===== config.mk =====
export PLATFORM = sky130hd
export DESIGN_NAME = plrg_mul
export DESIGN_NICKNAME = d
export VERILOG_FILES = /design/src/sv/plrg_mul.sv
export SDC_FILE = /design/constraint.sdc
export NUM_CORES = 2
export LEC_CHECK = 0
export ABC_AREA = 1
export BUFFER_PORTS_ARGS = -buffer_cell sky130_fd_sc_hd__buf_2
export CORE_UTILIZATION = 50
export DETAILED_ROUTE_END_ITERATION = 10
export PLACE_DENSITY = 0.78
export SYNTH_ARGS = -nofsm -noshare
export SYNTH_HDL_FRONTEND = slang
export SYNTH_SLANG_ARGS = --single-unit

===== constraint.sdc =====
create_clock -name clk -period 8.5 [get_ports clk]
set_input_delay 0.425 -clock clk [delete_from_list [all_inputs] [get_ports clk]]
set_output_delay 0.425 -clock clk [all_outputs]
set_load 0.02 [all_outputs]

===== src/sv/plrg_mul.sv =====
// two-stage signed multiplier built from four partial products
// operands wider than 32 bits are split at bit 32; depends on nothing
module plrg_mul #(
  parameter int AW = 33,
  parameter int BW = 33
) (
  input  logic                 clk,
  input  logic                 en,
  input  logic signed [AW-1:0] a,
  input  logic signed [BW-1:0] b,
  output logic signed [AW+BW-1:0] p
);

  localparam int PW = AW + BW;

  logic signed [32:0]      al, bl;
  logic signed [AW-33:0]   ah;
  logic signed [BW-33:0]   bh;
  logic signed [65:0]      ll;
  logic signed [BW:0]      lh;
  logic signed [AW:0]      hl;
  logic signed [PW-65:0]   hh;

  // low halves as unsigned, high halves carry the sign
  assign al = $signed({1'b0, a[31:0]});
  assign bl = $signed({1'b0, b[31:0]});
  assign ah = $signed(a[AW-1:32]);
  assign bh = $signed(b[BW-1:32]);

  // partial products
  always_ff @(posedge clk) begin
    if (en) begin
      ll <= al * bl;
      lh <= al * bh;
      hl <= ah * bl;
      hh <= ah * bh;
    end
  end

  // recombine
  always_ff @(posedge clk) begin
    if (en) begin
      p <= PW'(ll) + (PW'(lh) << 32) + (PW'(hl) << 32) + (PW'(hh) << 64);
    end
  end

endmodule


==> impl_results.md <==
- Status: finished clean
- Crit-path max cell delay: ~0.77 ns
- #FFs+latches synth: 200
- Syn Inst Count: 6035
- FF-to-FF Start: ll[33]
- Post-DRT Antenna Nets: 0
- Worst EP arrival: 7.59 ns
- Clock Root Buffer: clkbuf_16
- Chip width: 309 µm
- Most common cell after layout, fill and taps aside: inv_1
- Share of post-route cells with drive strength above 1: 0.0418
- Largest net degree at the start of global routing: 73
- Worst Tran Pin Value: 1.13 ns
- First-pass GRT wire length: 221000 µm
- Resize count post-CTS: 0
- Area grow syn2layout: 4.58%
- H-tree depth: 4
- Post-Synth XOR/XNOR Area: 0.0209
- Simple-Gate Fraction of Synth Area: 0.191
- Initial Util: 0.504
- Post-synthesis mux area share: 0
- Synth Area in Adders: 0.475
- Routed via count: 37800
- Clk_lat worst skew: 0.47 ns
- FF-to-FF End: p[63]
- Grt total ovfl: 0
- Max Root-Sink Buffers: 2
- Iter 0 DRT Violations: 3490
- Initial antenna violation count: 5
- Seq/Total Area, Yosys: 0.128
- HPWL after detailed placement: 115000 µm
- Routability cong.: 1.02
- Reg-to-reg slack, setup: 5.13 ns
- # port buffers: 133
- Vert. Die Dim: 309 µm
- Most frequent cells in the layout: inv_1 (1836), nand2_1 (1787), fa_1 (930), ha_1 (297), nor2_1 (228)
- Worst hold path depth: 0
- Synth cell types: 41
- CTS Buf Count: 17
- Reg2reg path depth: 12
- Hold path startpoint: ll[10]
- DRC Markers: 0
- Net count, final: just over 7000
- Setup bufs post-CTS: 0
- Max Freq: 136 MHz
- Row Count: 112
- Max-cap violations: 0
- Core area: between 90000 and 100000 µm²
- CP max FO: 34
- Crit path from: b[6]
- CP cell instances: buf_2 -> nand2_1 -> inv_1 -> fa_1 -> fa_1 -> fa_1 -> inv_1 -> fa_1 -> inv_1 -> fa_1 -> inv_1 -> fa_1 -> inv_1 -> fa_1 -> fa_1 -> ha_1 -> nand2_1 -> nor2_1 -> nand2_1 -> inv_1 -> nand4_1 -> nand3_1 -> xor2_1
- Post-synthesis compound-gate area fraction: 0.0161
- Shortest period the worst path allows: 7.37 ns
- Die Area: 95200 µm²
- Final number of setup-violating endpoints: 0
- CTS Sinks: 200
- GRT Overall Usage: 0.309
- RSZ-0062 raised after global routing: no
- DRT Pass-1 Iters: 8
- Max-slew violation count: 0
- Largest family of logic cells by synthesized area: adder cells
- WL/cell: 19.7 µm
- Worst Clk Skew: 0.0143 ns
- Routed WL: 143000 µm
- Slowest CP cell: buf_2
- Syn avg cell area: ~7.8 µm²
- Syn nets: 7330
- Worst Setup Start Kind: primary input
- Crit. End Element: flop
- Clk pin slew, worst setup/hold paths: ~0.080 ns
- Final Hold Fails: 0
- Setup tns final: 0 ns
- Vias per inst: 5.23
- Required time worst endpoint: roughly 8.7 ns
- Worst slew margin: 0.244
- Vias in the first global route: 39800
- Critical path buffers and inverters: 7
- Post-CTS Hold Buffers: 0
- TritonCTS clock tree: built
- CP delay by family, top: adder cells
- WHS Endpoint: p[10]
- Mapped cell area: 47000 µm²
- Crit path kind: in2reg
- Yosys warns: 0
- IO Pins: 134
- Tcrit/Tclk final: 0.867
- Worst path most repeated cell: fa_1
- Hold Crit Class: reg2reg
-- cell usage after synthesis, drive strengths merged --
library cell / count / share of area
a21boi: 1 / 0.00016
a21o: 3 / 0.00048
a21oi: 91 / 0.0097
a31oi: 2 / 0.00027
and2: 2 / 0.00027
and3: 1 / 0.00013
buf: 31 / 0.0032
clkbuf: 233 / 0.019
conb: 1 / 0.000080
edfxtp: 200 / 0.13
fa: 930 / 0.40
ha: 297 / 0.079
inv: 1842 / 0.15
nand2: 1790 / 0.14
nand3: 116 / 0.012
nand3b: 3 / 0.00048
nand4: 34 / 0.0045
nor2: 247 / 0.021
nor3: 37 / 0.0054
nor3b: 1 / 0.00016
nor4: 13 / 0.0023
o21a: 5 / 0.00080
o21ai: 25 / 0.0027
o21bai: 13 / 0.0021
or2: 5 / 0.00067
xnor2: 25 / 0.0047
xor2: 87 / 0.016
-- worst reg2reg max path, cell delays in order (launching register included) --
cell	delay, ns
edfxtp_1	0.54
fa_1	0.59
ha_1	0.17
inv_1	0.06
fa_1	0.46
o21ai_0	0.43
nand2_1	0.14
nand2_1	0.18
nand3_1	0.09
nand2_1	0.17
nand2_1	0.12
nand3_1	0.10
nand2_1	0.06
-- metal layers --
layer,up-vias,global-route usage,routed length (µm)
met5,-,0,25
met3,505,0.0532,13400
met4,4,0.192,10000
met1,18400,0.369,50400
met2,2032,0.519,69000
li1,16800,-,-
-- kinds of logic (layout without fill, tap and decap cells) --
| family | count (synthesis) | in the layout |
|---|---|---|
| DFF | 200 | 200 |
| buffers and inverters | 2106 | 2047 |
| AOI/OAI and AO/OA | 140 | 140 |
| xor gates and xnor gates | 112 | 112 |
| adders and majority gates | 1227 | 1227 |
| and+or+nand+nor | 2249 | 2249 |
| other | 1 | 7 |
-- worst max path at each step --
stage | cells after the start | end
final | 23 | ll[23]
after floorplan | 26 | ll[60]
after global routing | 23 | ll[23]
after CTS | 23 | ll[23]
after detailed placement | 23 | ll[23]
after global placement | 23 | ll[23]
-- metrics by stage --
| step | utilization | hold WS [ns] | std cells | setup slack (ns) | cell area (µm²) |
|---|---|---|---|---|---|
| 2_1_floorplan | - | 0.400 | 6035 | 1.88 | 47000 |
| 3_3_place_gp | 0.521 | 0.402 | 7198 | 0.779 | 48500 |
| 3_5_place_dp | 0.521 | 0.405 | 7198 | 0.820 | 48500 |
| 4_1_cts | 0.527 | 0.421 | 7230 | 1.25 | 49100 |
| 5_1_grt | 0.527 | 0.430 | 7232 | 0.951 | 49100 |
| 6_report | 0.527 | 0.423 | 7236 | 1.13 | 49100 |
-- sequential cells by signal (all words and copies together), names as in the netlist --
register and count:
hl 34, p 66, lh 34, hh 2, ll 64
-- layout make-up --
class                   instances  area (µm²)
diodes                          6        15.0
repair buffers                173         987
fillers                      8627       44000
flip-flops and latches        200        6010
inverters                    1842        6920
well taps                    1254        1570
clock inverters                14         176
clock buffers                  18         429
multi-input cells            3729       33000
Power is not shown: default switching activity piles up to over one toggle a cycle in this logic, so the estimate is an artifact.
