**config.mk**
```make
export PLATFORM = sky130hd
export DESIGN_NAME = plrg_dly
export DESIGN_NICKNAME = d
export VERILOG_FILES = /design/src/sv/plrg_dly.sv
export SDC_FILE = /design/constraint.sdc
export NUM_CORES = 1
export LEC_CHECK = 0
export BUFFER_PORTS_ARGS = -buffer_cell sky130_fd_sc_hd__buf_2
export CORE_MARGIN = 1
export CORE_UTILIZATION = 45
export DETAILED_ROUTE_END_ITERATION = 12
export MAX_ROUTING_LAYER = met4
export PLACE_DENSITY_LB_ADDON = 0.05
export SYNTH_ARGS = -nofsm -noshare
export SYNTH_HDL_FRONTEND = slang
export SYNTH_SLANG_ARGS = --single-unit
```
**constraint.sdc**
```tcl
create_clock -name clk -period 2.95 [get_ports clk]
set_clock_uncertainty 0.1 [all_clocks]
set_input_delay 0.295 -clock clk [delete_from_list [all_inputs] [get_ports clk]]
set_output_delay 0.295 -clock clk [all_outputs]
set_load 0.1 [all_outputs]
```
**src/sv/plrg_dly.sv**
```systemverilog
// enabled delay line of fixed depth, used for valid and side data
// no dependencies
module plrg_dly #(
  parameter int W = 8,
  parameter int N = 2
) (
  input  logic         clk,
  input  logic         rst,
  input  logic         en,
  input  logic [W-1:0] din,
  output logic [W-1:0] dout
);

  logic [W-1:0] pipe [N];

  // shift on every enabled cycle
  always_ff @(posedge clk) begin
    if (rst) begin
      for (int i = 0; i < N; i++) pipe[i] <= '0;
    end else if (en) begin
      pipe[0] <= din;
      for (int i = 1; i < N; i++) pipe[i] <= pipe[i-1];
    end
  end

  assign dout = pipe[N-1];

endmodule

```
==> results of run 1 <==
[cells by family (layout without fill, tap and decap cells)]
kind of cell / Yosys count / in the layout
buffers and inverters: 10 / 21
DFF: 16 / 16
and+or+nand+nor: 17 / 17
[metrics by stage]
| step | hold slack, ns | utilization | cell area (um2) | instances | setup slack [ns] |
|---|---|---|---|---|---|
| after detailed placement | 0.4558 | 0.5000 | 744.5 | 67 | 1.383 |
| after global routing | 0.2220 | 0.5151 | 767.0 | 70 | 1.481 |
| after global placement | 0.4464 | 0.5000 | 744.5 | 67 | 1.482 |
| after CTS | 0.2164 | 0.5151 | 767.0 | 70 | 1.500 |
| final | 0.2319 | 0.5151 | 767.0 | 70 | 1.526 |
| after floorplan | 0.4278 | - | 716.9 | 43 | 1.682 |
[final timing paths]
check	cells after the start	startpoint	slack, ns	to
min	2	din[4]	0.23	pipe[0][4]
min reg2reg	1	pipe[0][1]	0.47	pipe[0][9]
max reg2reg	1	pipe[0][6]	2.05	pipe[0][14]
max	1	pipe[0][8]	1.53	dout[0]
[area by class of cell]
cell class,count,area [um2],area share
timing repair buffer,18,90.09,0.1175
multi-input combinational,17,153.9,0.2007
tap,16,20.02,0.02610
sequential,16,480.5,0.6264
clock buffer,3,22.52,0.02936
[synth_stat cells, drive strengths merged]
master,n
buf,10
and3b,16
edfxtp,16
or2,1
[report_power, final]
group	internal [mW]	switching [mW]	total [mW]
sequential	0.268	0.00350	0.271
combinational	0.0164	0.0680	0.0844
clock	0.0472	0.0593	0.107
total	0.331	0.131	0.462
[metal layers]
layer  vias to the layer above  GRT usage
met1                       167     0.1496
met3                         0    0.03913
met4                         0    0.05806
met5                         -          -
met2                        19     0.1750
li1                        174          -
==> key figures, run 1 <==
Synthesis
  • Top-area cell type share of the netlist area: 0.6702
  • FF+latch count, synth: 16
  • Post-synth cell types: 6
  • Post-synthesis sequential area ratio: 0.6702
  • Mux share of post-synthesis cell area: 0
  • Post-synthesis net count: 54
  • Post-Synth Adder-Cell Area: 0
  • Post-synthesis area per instance: 16.67 um2
  • Synthesized area: 716.9 um2
  • Main combinational cell family by area after synthesis: simple AND/OR/NAND/NOR gates
  • Compound-Gate Fraction of Synth Area: 0
  • Post-synth top area cell: edfxtp_1
  • Post-Synth Simple-Gate Area: 0.2147
  • Ranking of synthesized cells by area: edfxtp_1, and3b_1, and3b_2
  • Yosys warnings: 0
  • Post-Synth XOR/XNOR Area: 0
  • Syn Inst Count: 43

Finish
  • Max reg flops: 16
  • Layout Nets: 67
  • Reg with most FFs: pipe
  • Area growth syn-to-layout: 6.981%
  • Layout cells sized above 1: 0.5000
  • Most common cell after layout, fill and taps aside: buf_2
  • Top Registers: pipe x16
  • Antenna cells: 0
  • # fillers: 122
  • Commonest cells after routing, fill and taps aside: buf_2, edfxtp_1, and3b_1

Drt
  • Met3 wire len: ~60 um
  • WL/cell: 12.24 um
  • Wl on met1: 391 um
  • Drc violations: 0
  • Post-route antenna net violation count: 0
  • TritonRoute pass-1 iters: 3
  • Vias/cell: 5.143
  • Final wirelength: 857 um
  • WL met2: slightly above 400 um
  • Via count: 360
  • Top layer in use: met3
  • Initial DRC Count: 6

Power
  • Max IR drop VDD: 0.0002761 V
  • Leakage: 0.3793 nW
  • Pwr Total: ~0.46 mW
  • Total power per unit cell area: 602.7 nW/um2

Critical path
  • Top delay family on crit path: buffers and inverters
  • Largest fanout on the critical path: 1
  • CP peak stage delay: 0.42 ns
  • Worst-path cell chain: buf_2
  • Worst Path Required: between 2 and 3 ns
  • Critical path capture point type: output pin
  • WP buf/inv: 1
  • Worst path slowest cell: buf_2
  • WP data arrival: just over 1 ns
  • Startpoint Class: flip-flop
  • CP Class: reg -> out

Clocking
  • Total number of H-tree levels: 1
  • Clk sinks: 16
  • # resized after CTS: 0
  • Hold-fix buffers at CTS: 0
  • Root buffer cell: clkbuf_4
  • Clk pin slew, worst setup/hold paths: 0.08 ns
  • CTS max path bufs: 2
  • Setup Buffers After CTS: 0
  • CTS tree: done
  • Clock Latency Late Sink: 0.27 ns
  • Clock buffer count from CTS: 3

Die
  • Die H: 41.92 um
  • Core area: 1489 um2
  • Die width: 41.92 um
  • Top Ports: 19
  • Initial Util: 0.4815
  • Core Rows: 14
  • Die ar.: 1757 um2

Timing
  • Slew @ Worst Pin: roughly 0.63 ns
  • Tightest slew margin relative to the limit: 0.5783
  • Fin Setup TNS: 0 ns
  • Min cycle time layout: 1.424 ns
  • Setup violations, final: 0
  • RSZ-0062 raised after global routing: false
  • Fin. max-slew vios: 0
  • Period utilization: 0.4828
  • Final Hold Fails: 0
  • Fmax: 0.7021 GHz

Place
  • Gpl congestion: 0.6327
  • Port-buffer cells: 18

Global routing
  • Initial antenna violation count: 0
  • Vias in the first global route: 326
  • Total grt overflow: 0
  • Total GRT Usage: 0.1195
  • First-pass GRT wire length: 1476 um
  • Largest net degree at the start of global routing: 18

Run status
  • Status: complete, no violations

Run
  • Max-cap viol count: 0

Worst hold path
  • Hold Crit Class: in -> reg
Power figures use the tool's default switching activity.
==> run 2, diff against run 1 <==
--- a/config.mk
+++ b/config.mk
@@ -5,9 +5,10 @@
 export SDC_FILE = /design/constraint.sdc
 export NUM_CORES = 1
 export LEC_CHECK = 0
+export ABC_AREA = 1
 export BUFFER_PORTS_ARGS = -buffer_cell sky130_fd_sc_hd__buf_2
 export CORE_MARGIN = 1
-export CORE_UTILIZATION = 45
+export CORE_UTILIZATION = 44
 export DETAILED_ROUTE_END_ITERATION = 12
 export MAX_ROUTING_LAYER = met4
 export PLACE_DENSITY_LB_ADDON = 0.05
==> constraint.sdc (replaced) <==
create_clock -name clk -period 1.14 [get_ports clk]
set_clock_uncertainty 0.1 [all_clocks]
set_input_delay 0.114 -clock clk [delete_from_list [all_inputs] [get_ports clk]]
set_output_delay 0.114 -clock clk [all_outputs]
set_load 0.1 [all_outputs]
==> run 2 against run 1 <==
Effect of this change:
- wire length down 7.1%
- critical path depth unchanged
- clock power rose to 2.6 times the previous value
- core utilization up 7.8 points
- sequential share of layout area down 9.5 points
- first-iteration DRC count down 17%
- via count up 7.5%
- power rose to 2.7 times the previous value
- largest cell class unchanged
==> key figures, run 2 <==
Critical path
  • Critical path capture point type: output pin (unchanged)
  • WP buf/inv: 1 (unchanged)
  • FF-to-FF path depth: 2 (was 1)
  • Terminus of the critical flop-to-flop path: pipe[0][8] (was pipe[0][14])
  • Largest fanout on the critical path: 1 (unchanged)
  • Worst path slowest cell: edfxtp_1 (was buf_2)
  • Worst Path Required: 0.93 ns (was 2.56 ns)
  • Top delay family on crit path: flip-flops (was buffers and inverters)
  • Worst-path cell chain: buf_12 (was buf_2)
  • CP Class: reg -> out (unchanged)
  • CP startpoint: pipe[0][11] (was pipe[0][8])
  • CP peak stage delay: 0.43 ns (was 0.42 ns)
  • Worst reg2reg startpoint: pipe[0][0] (was pipe[0][6])
  • Startpoint Class: flip-flop (unchanged)
  • WP data arrival: 0.89 ns (was 1.03 ns)
  • R2R setup slack: 0.30 ns (was 2.05 ns)

Synthesis
  • Post-synthesis area per instance: 12.05 um2 (was 16.67 um2)
  • Synthesized area: 723.2 um2 (was 716.9 um2)
  • Synth cell count leaders: inv_1, edfxtp_1, nor2_2 (was edfxtp_1, and3b_1, buf_4)
  • Syn Inst Count: 60 (was 43)
  • FF+latch count, synth: 16 (unchanged)
  • Post-synth cell types: 9 (was 6)
  • Most numerous cell in the Yosys netlist: inv_1 (was edfxtp_1)
  • Post-synthesis sequential area ratio: 0.6644 (was 0.6702)
  • Ranking of synthesized cells by area: edfxtp_1, inv_1, buf_4 (was edfxtp_1, and3b_1, and3b_2)
  • Main flop type after synthesis: edfxtp_1 (unchanged)
  • Yosys warnings: 0 (unchanged)
  • Post-synth EDFFs: 16 (unchanged)
  • Post-synth top area cell: edfxtp_1 (unchanged)
  • Post-synthesis net count: 71 (was 54)
  • Synth async-reset ratio: 0 (unchanged)
  • Top-area cell type share of the netlist area: 0.6644 (was 0.6702)

Timing
  • Fin. max-slew vios: 0 (unchanged)
  • Fmax: around 0.90 GHz
  • RSZ-0062 raised after global routing: true (was false)
  • Min cycle time layout: 1.105 ns
  • Final Hold Fails: 0 (unchanged)
  • Fin Setup TNS: 0 ns (unchanged)
  • Period utilization: 0.9695
  • Setup violations, final: 0 (unchanged)
  • Tightest slew margin relative to the limit: 0.7581 (was 0.5783)
  • Slew @ Worst Pin: 0.3629 ns (was 0.6326 ns)

Drt
  • Via count: 387 (was 360)
  • Initial DRC Count: 5 (was 6)
  • Vias/cell: 4.398 (was 5.143)
  • WL/cell: 9.045 um (was 12.24 um)
  • Final wirelength: 796 um (was 857 um)
  • TritonRoute pass-1 iters: 4 (was 3)
  • Post-route antenna net violation count: 0 (unchanged)
  • Drc violations: 0 (unchanged)

Finish
  • Max reg flops: 16 (unchanged)
  • Area growth syn-to-layout: 25.09% (was 6.981%)
  • Layout Nets: 85 (was 67)
  • Top Registers: pipe x16 (unchanged)
  • Commonest cells after routing, fill and taps aside: inv_1, edfxtp_1, buf_2 (was buf_2, edfxtp_1, and3b_1)
  • Register Area: 480.5 um2 (unchanged)
  • Multi-input gate area: 107.6 um2 (was 153.9 um2)
  • Cell area after layout: 904.6 um2 (was 767.0 um2)
  • Most common cell after layout, fill and taps aside: inv_1 (was buf_2)
  • Layout cells sized above 1: 0.4583 (was 0.5000)
  • Reg with most FFs: pipe (unchanged)
  • Final cell count without fillers: 88 (was 70)
  • # fillers: 131 (was 122)
  • Antenna cells: 0 (unchanged)

Die
  • Die ar.: 1810 um2 (was 1757 um2)
  • Top Ports: 19 (unchanged)
  • Die width: 42.54 um (was 41.92 um)
  • Core area: 1524 um2 (was 1489 um2)
  • Initial Util: 0.4745 (was 0.4815)
  • Die H: 42.54 um (was 41.92 um)
  • Core Rows: 14 (unchanged)

Clocking
  • Hold-fix buffers at CTS: 0 (unchanged)
  • Total number of H-tree levels: 1 (unchanged)
  • Clk pin slew, worst setup/hold paths: 0.08 ns (about the same)
  • Clk sinks: 16 (unchanged)
  • Clock buffer count from CTS: 3 (unchanged)
  • CTS tree: done (unchanged)
  • Setup Buffers After CTS: 0 (unchanged)
  • Clock Latency Late Sink: 0.27 ns (about the same)
  • # resized after CTS: 0 (unchanged)
  • Root buffer cell: clkbuf_4 (unchanged)
  • CTS max path bufs: 2 (unchanged)

Power
  • Combinational share of power: 0.215 (was 0.183)
  • Leakage: 0.4119 nW (was 0.3793 nW)
  • Cell-internal power: 0.9059 mW (was 0.3315 mW)
  • Sequential power share: 0.566 (was 0.587)
  • Pwr Total: 1.258 mW (was 0.4623 mW)
  • P_sw: 0.3523 mW (was 0.1308 mW)
  • Max IR drop VDD: 0.0007537 V (was 0.0002761 V)
  • Total power per unit cell area: 1391 nW/um2 (was 602.7 nW/um2)
  • Share of total power in the clock network: 0.219 (was 0.231)
  • Switch share: 0.2800 (was 0.2829)

Global routing
  • Vias in the first global route: 409 (was 326)
  • Initial antenna violation count: 0 (unchanged)
  • Total grt overflow: 0 (unchanged)
  • Largest net degree at the start of global routing: 17 (was 18)
  • First-pass GRT wire length: 1614 um (was 1476 um)
  • Total GRT Usage: 0.1332 (was 0.1195)

Place
  • Gpl congestion: 0.6271 (was 0.6327)
  • Dpl cells: 85 (was 67)
  • Area after DPL: 882.1 um2 (was 744.5 um2)
  • Port-buffer cells: 18 (unchanged)
  • Post-DP HPWL: 596.2 um

Worst hold path
  • Min-delay src: din[7] (was din[4])
  • Hold Crit Class: in -> reg (unchanged)
  • Worst Hold Path Cells: 3 (was 2)
  • Worst Hold End: pipe[0][7] (was pipe[0][4])

Run status
  • Status: complete, no violations (unchanged)

Run
  • Max-cap viol count: 0 (unchanged)
-- run 2: cell types whose count changed after synthesis, moves of 6 or more --
cell	change
and3b_1	-10
nor2_2	+9
inv_1	+17
nor2_1	+6
and3b_2	-6
-- run 2: how the worst max path moves through the flow --
stage                       end  slack [ns]  cells past startpoint
floorplan            pipe[0][0]        0.22                      1
global placement    pipe[0][10]        0.05                      2
detailed placement  pipe[0][12]        0.04                      2
CTS                     dout[3]        0.01                      1
global route            dout[3]       -0.02                      1
finish                  dout[3]        0.03                      1
-- run 2: layout make-up --
cell class,instances,area share
multi-input cells,18,0.1189
well taps,16,0.02213
clock buffers,3,0.02490
flip-flops and latches,16,0.5311
repair buffers,18,0.2324
inverters,17,0.07054
-- run 2: stage by stage --
stage                     setup slack [ns]  hold slack (ns)  utilization
after global routing              -0.01808          0.02320       0.5936
final                              0.03472          0.03206       0.5936
after global placement             0.05322           0.3146       0.5788
after detailed placement           0.03683           0.3185       0.5788
after floorplan                     0.2236           0.2220            -
after CTS                          0.01384          0.02581       0.5936
-- run 2: layer usage --
layer,global-route usage,routed length (um)
met5,-,0
met4,0.1125,15
met3,0.05172,40
met1,0.1347,334
met2,0.2000,406
-- run 2: kinds of logic (layout without fill, tap and decap cells) --
group                  count (synthesis)  count (layout)  synth area share
buffers and inverters                 26              38            0.1869
flip-flops                            16              16            0.6644
AND/OR/NAND/NOR                       18              18            0.1488
-- run 2: power by group through the flow --
| stage | sequential [mW] | combinational (mW) | clock (mW) |
|---|---|---|---|
| 2_1_floorplan | 0.712 | 0.206 | 0 |
| 3_3_place_gp | 0.723 | 0.268 | 0 |
| 3_5_place_dp | 0.726 | 0.272 | 0 |
| 4_1_cts | 0.713 | 0.272 | 0.288 |
| 5_1_grt | 0.717 | 0.285 | 0.329 |
| 6_report | 0.712 | 0.270 | 0.276 |
-- run 2: worst register-to-register path: cells and delay by family, from the launching register on --
family | cells | cell delay (ns)
buffers and inverters | 1 | 0.08
DFF | 1 | 0.38
and+or+nand+nor | 1 | 0.04
==> run 3, diff against run 2 <==
--- a/config.mk
+++ b/config.mk
@@ -9,6 +9,7 @@
 export BUFFER_PORTS_ARGS = -buffer_cell sky130_fd_sc_hd__buf_2
 export CORE_MARGIN = 1
 export CORE_UTILIZATION = 44
+export CTS_BUF_LIST = sky130_fd_sc_hd__clkbuf_16
 export DETAILED_ROUTE_END_ITERATION = 12
 export MAX_ROUTING_LAYER = met4
 export PLACE_DENSITY_LB_ADDON = 0.05
==> run 3 against run 2 <==
Effect of this change:
- sequential share of layout area shrank 2.9 points
- clock power grew 130%
- sequential cell count is the same
- die area is the same
- cell area grew 5.8%
- first-iteration DRC count shrank 80%
==> key figures, run 3 (synthesis gave the netlist of run 2 again) <==
Run status
  • Status: complete, no violations (unchanged)

Global routing
  • Largest net degree at the start of global routing: 17 (unchanged)
  • First-pass GRT wire length: 1669 um (was 1614 um)
  • Total GRT Usage: 0.1368 (was 0.1332)
  • Initial antenna violation count: 0 (unchanged)
  • Total grt overflow: 0 (unchanged)
  • Vias in the first global route: 426 (was 409)

Clocking
  • Clock buffer count from CTS: 3 (unchanged)
  • Hold-fix buffers at CTS: 0 (unchanged)
  • Total number of H-tree levels: 1 (unchanged)
  • # resized after CTS: 0 (unchanged)
  • Root buffer cell: clkbuf_16 (was clkbuf_4)
  • Clock Latency Late Sink: 0.24 ns (was 0.27 ns)
  • CTS tree: done (unchanged)
  • Clk sinks: 16 (unchanged)
  • Clk pin slew, worst setup/hold paths: 0.05 ns (was 0.08 ns)
  • Setup Buffers After CTS: 0 (unchanged)
  • CTS max path bufs: 2 (unchanged)

Finish
  • Cell area after layout: 957.2 um2 (was 904.6 um2)
  • Area growth syn-to-layout: 32.35% (was 25.09%)
  • Max reg flops: 16 (unchanged)
  • Final cell count without fillers: 88 (unchanged)
  • Reg with most FFs: pipe (unchanged)
  • Commonest cells after routing, fill and taps aside: inv_1, edfxtp_1, buf_2 (unchanged)
  • Top Registers: pipe x16 (unchanged)
  • Layout Nets: 85 (unchanged)
  • Most common cell after layout, fill and taps aside: inv_1 (unchanged)
  • Layout cells sized above 1: 0.4583 (unchanged)
  • Antenna cells: 0 (unchanged)

Timing
  • Slack of the critical path: 0.08005 ns (was 0.03472 ns)
  • Slew @ Worst Pin: 0.3666 ns (was 0.3629 ns)
  • Fin. max-slew vios: 0 (unchanged)
  • Fmax: 0.9434 GHz (was 0.9048 GHz)
  • Min cycle time layout: 1.060 ns (was 1.105 ns)
  • Final Hold Fails: 0 (unchanged)
  • Setup violations, final: 0 (unchanged)
  • Fin Setup TNS: 0 ns (unchanged)
  • Tightest slew margin relative to the limit: 0.7556 (was 0.7581)
  • Period utilization: 0.9298 (was 0.9695)
  • RSZ-0062 raised after global routing: false (was true)

Die
  • Top Ports: 19 (unchanged)
  • Core Rows: 14 (unchanged)
  • Die ar.: 1810 um2 (unchanged)
  • Core area: 1524 um2 (unchanged)
  • Initial Util: 0.4745 (unchanged)
  • Die H: 42.54 um (unchanged)
  • Die width: 42.54 um (unchanged)

Critical path
  • WP data arrival: 0.85 ns (was 0.89 ns)
  • Largest fanout on the critical path: 1 (unchanged)
  • Top delay family on crit path: flip-flops (unchanged)
  • CP Class: reg -> out (unchanged)
  • CP peak stage delay: 0.42 ns (was 0.43 ns)
  • Worst reg2reg startpoint: pipe[0][0] (unchanged)
  • Worst Path Required: 0.93 ns (about the same)
  • Critical path capture point type: output pin (unchanged)
  • WP buf/inv: 1 (unchanged)
  • CP Depth: 1 (unchanged)
  • Startpoint Class: flip-flop (unchanged)
  • FF-to-FF path depth: 2 (unchanged)
  • R2R setup slack: 0.30 ns (about the same)
  • Critical Path Sink: dout[3] (unchanged)
  • Worst-path cell chain: buf_12 (unchanged)
  • Terminus of the critical flop-to-flop path: pipe[0][8] (unchanged)
  • Worst path slowest cell: edfxtp_1 (unchanged)
  • CP startpoint: pipe[0][11] (unchanged)

Power
  • Share of total power in the clock network: 0.395 (was 0.219)
  • P_sw: 0.3866 mW (was 0.3523 mW)
  • Max IR drop VDD: 0.001016 V (was 0.0007537 V)
  • Combinational share of power: 0.166 (was 0.215)
  • Cell-internal power: 1.245 mW (was 0.9059 mW)
  • Total power per unit cell area: 1704 nW/um2 (was 1391 nW/um2)
  • Sequential power share: 0.439 (was 0.566)
  • Switch share: 0.2370 (was 0.2800)
  • Pwr Total: 1.631 mW (was 1.258 mW)
  • Leakage: 0.4351 nW (was 0.4119 nW)

Drt
  • Post-route antenna net violation count: 0 (unchanged)
  • WL/cell: 9.443 um (was 9.045 um)
  • Final wirelength: 831 um (was 796 um)
  • TritonRoute pass-1 iters: 3 (was 4)
  • Vias/cell: 4.307 (was 4.398)
  • Initial DRC Count: 1 (was 5)
  • Drc violations: 0 (unchanged)
  • Via count: 379 (was 387)

Place
  • Pre-CTS setup slack: 0.03683 ns (unchanged)
  • Port-buffer cells: 18 (unchanged)
  • Post-DP HPWL: 596.2 um (unchanged)
  • Gpl congestion: 0.6271 (unchanged)
  • Dpl cells: 85 (unchanged)
  • Area after DPL: 882.1 um2 (unchanged)

Run
  • Max-cap viol count: 0 (unchanged)

Worst hold path
  • Hold Crit Class: in -> reg (unchanged)
==> run 3: cell types whose count changed in the layout (fill, tap and decap cells not counted) <==
cell and change:
clkbuf_4 -3, clkbuf_16 +3
==> run 3: layout make-up <==
| type | count | area [um2] |
|---|---|---|
| Multi-Input combinational cell | 18 | 107.6 |
| Inverter | 17 | 63.81 |
| Fill cell | 118 | 566.8 |
| Sequential cell | 16 | 480.5 |
| Tap cell | 16 | 20.02 |
| Timing Repair Buffer | 18 | 210.2 |
| Clock buffer | 3 | 75.07 |
==> run 3: per-stage QoR <==
stage	util	hold WS [ns]
after floorplan	-	0.2220
after global placement	0.5788	0.3146
after detailed placement	0.5788	0.3185
after CTS	0.6281	0.06970
after global routing	0.6281	0.08432
final	0.6281	0.07111
==> run 3: power by group through the flow <==
stage	registers [mW]	logic (mW)	clock network [mW]
2_1_floorplan	0.712	0.206	0
3_3_place_gp	0.723	0.268	0
3_5_place_dp	0.726	0.272	0
4_1_cts	0.716	0.273	0.663
5_1_grt	0.719	0.285	0.697
6_report	0.716	0.270	0.645
==> run 3: how the worst min path moves through the flow <==
| stage | depth (start not counted) | slack (ns) | end | start |
|---|---|---|---|---|
| finish | 3 | 0.07 | pipe[0][7] | din[7] |
| global route | 3 | 0.08 | pipe[0][6] | din[6] |
| CTS | 3 | 0.07 | pipe[0][7] | din[7] |
| detailed placement | 3 | 0.32 | pipe[0][7] | din[7] |
| global placement | 3 | 0.31 | pipe[0][0] | din[0] |
| floorplan | 2 | 0.22 | pipe[0][0] | din[0] |
==> run 3: routing by layer <==
| metal | track usage | routed length [um] | vias to the layer above |
|---|---|---|---|
| met5 | - | 0 | - |
| met4 | 0.1313 | 15 | 0 |
| met3 | 0.03879 | 34 | 2 |
| met2 | 0.2031 | 428 | 16 |
| met1 | 0.1429 | 352 | 166 |
| li1 | - | - | 195 |
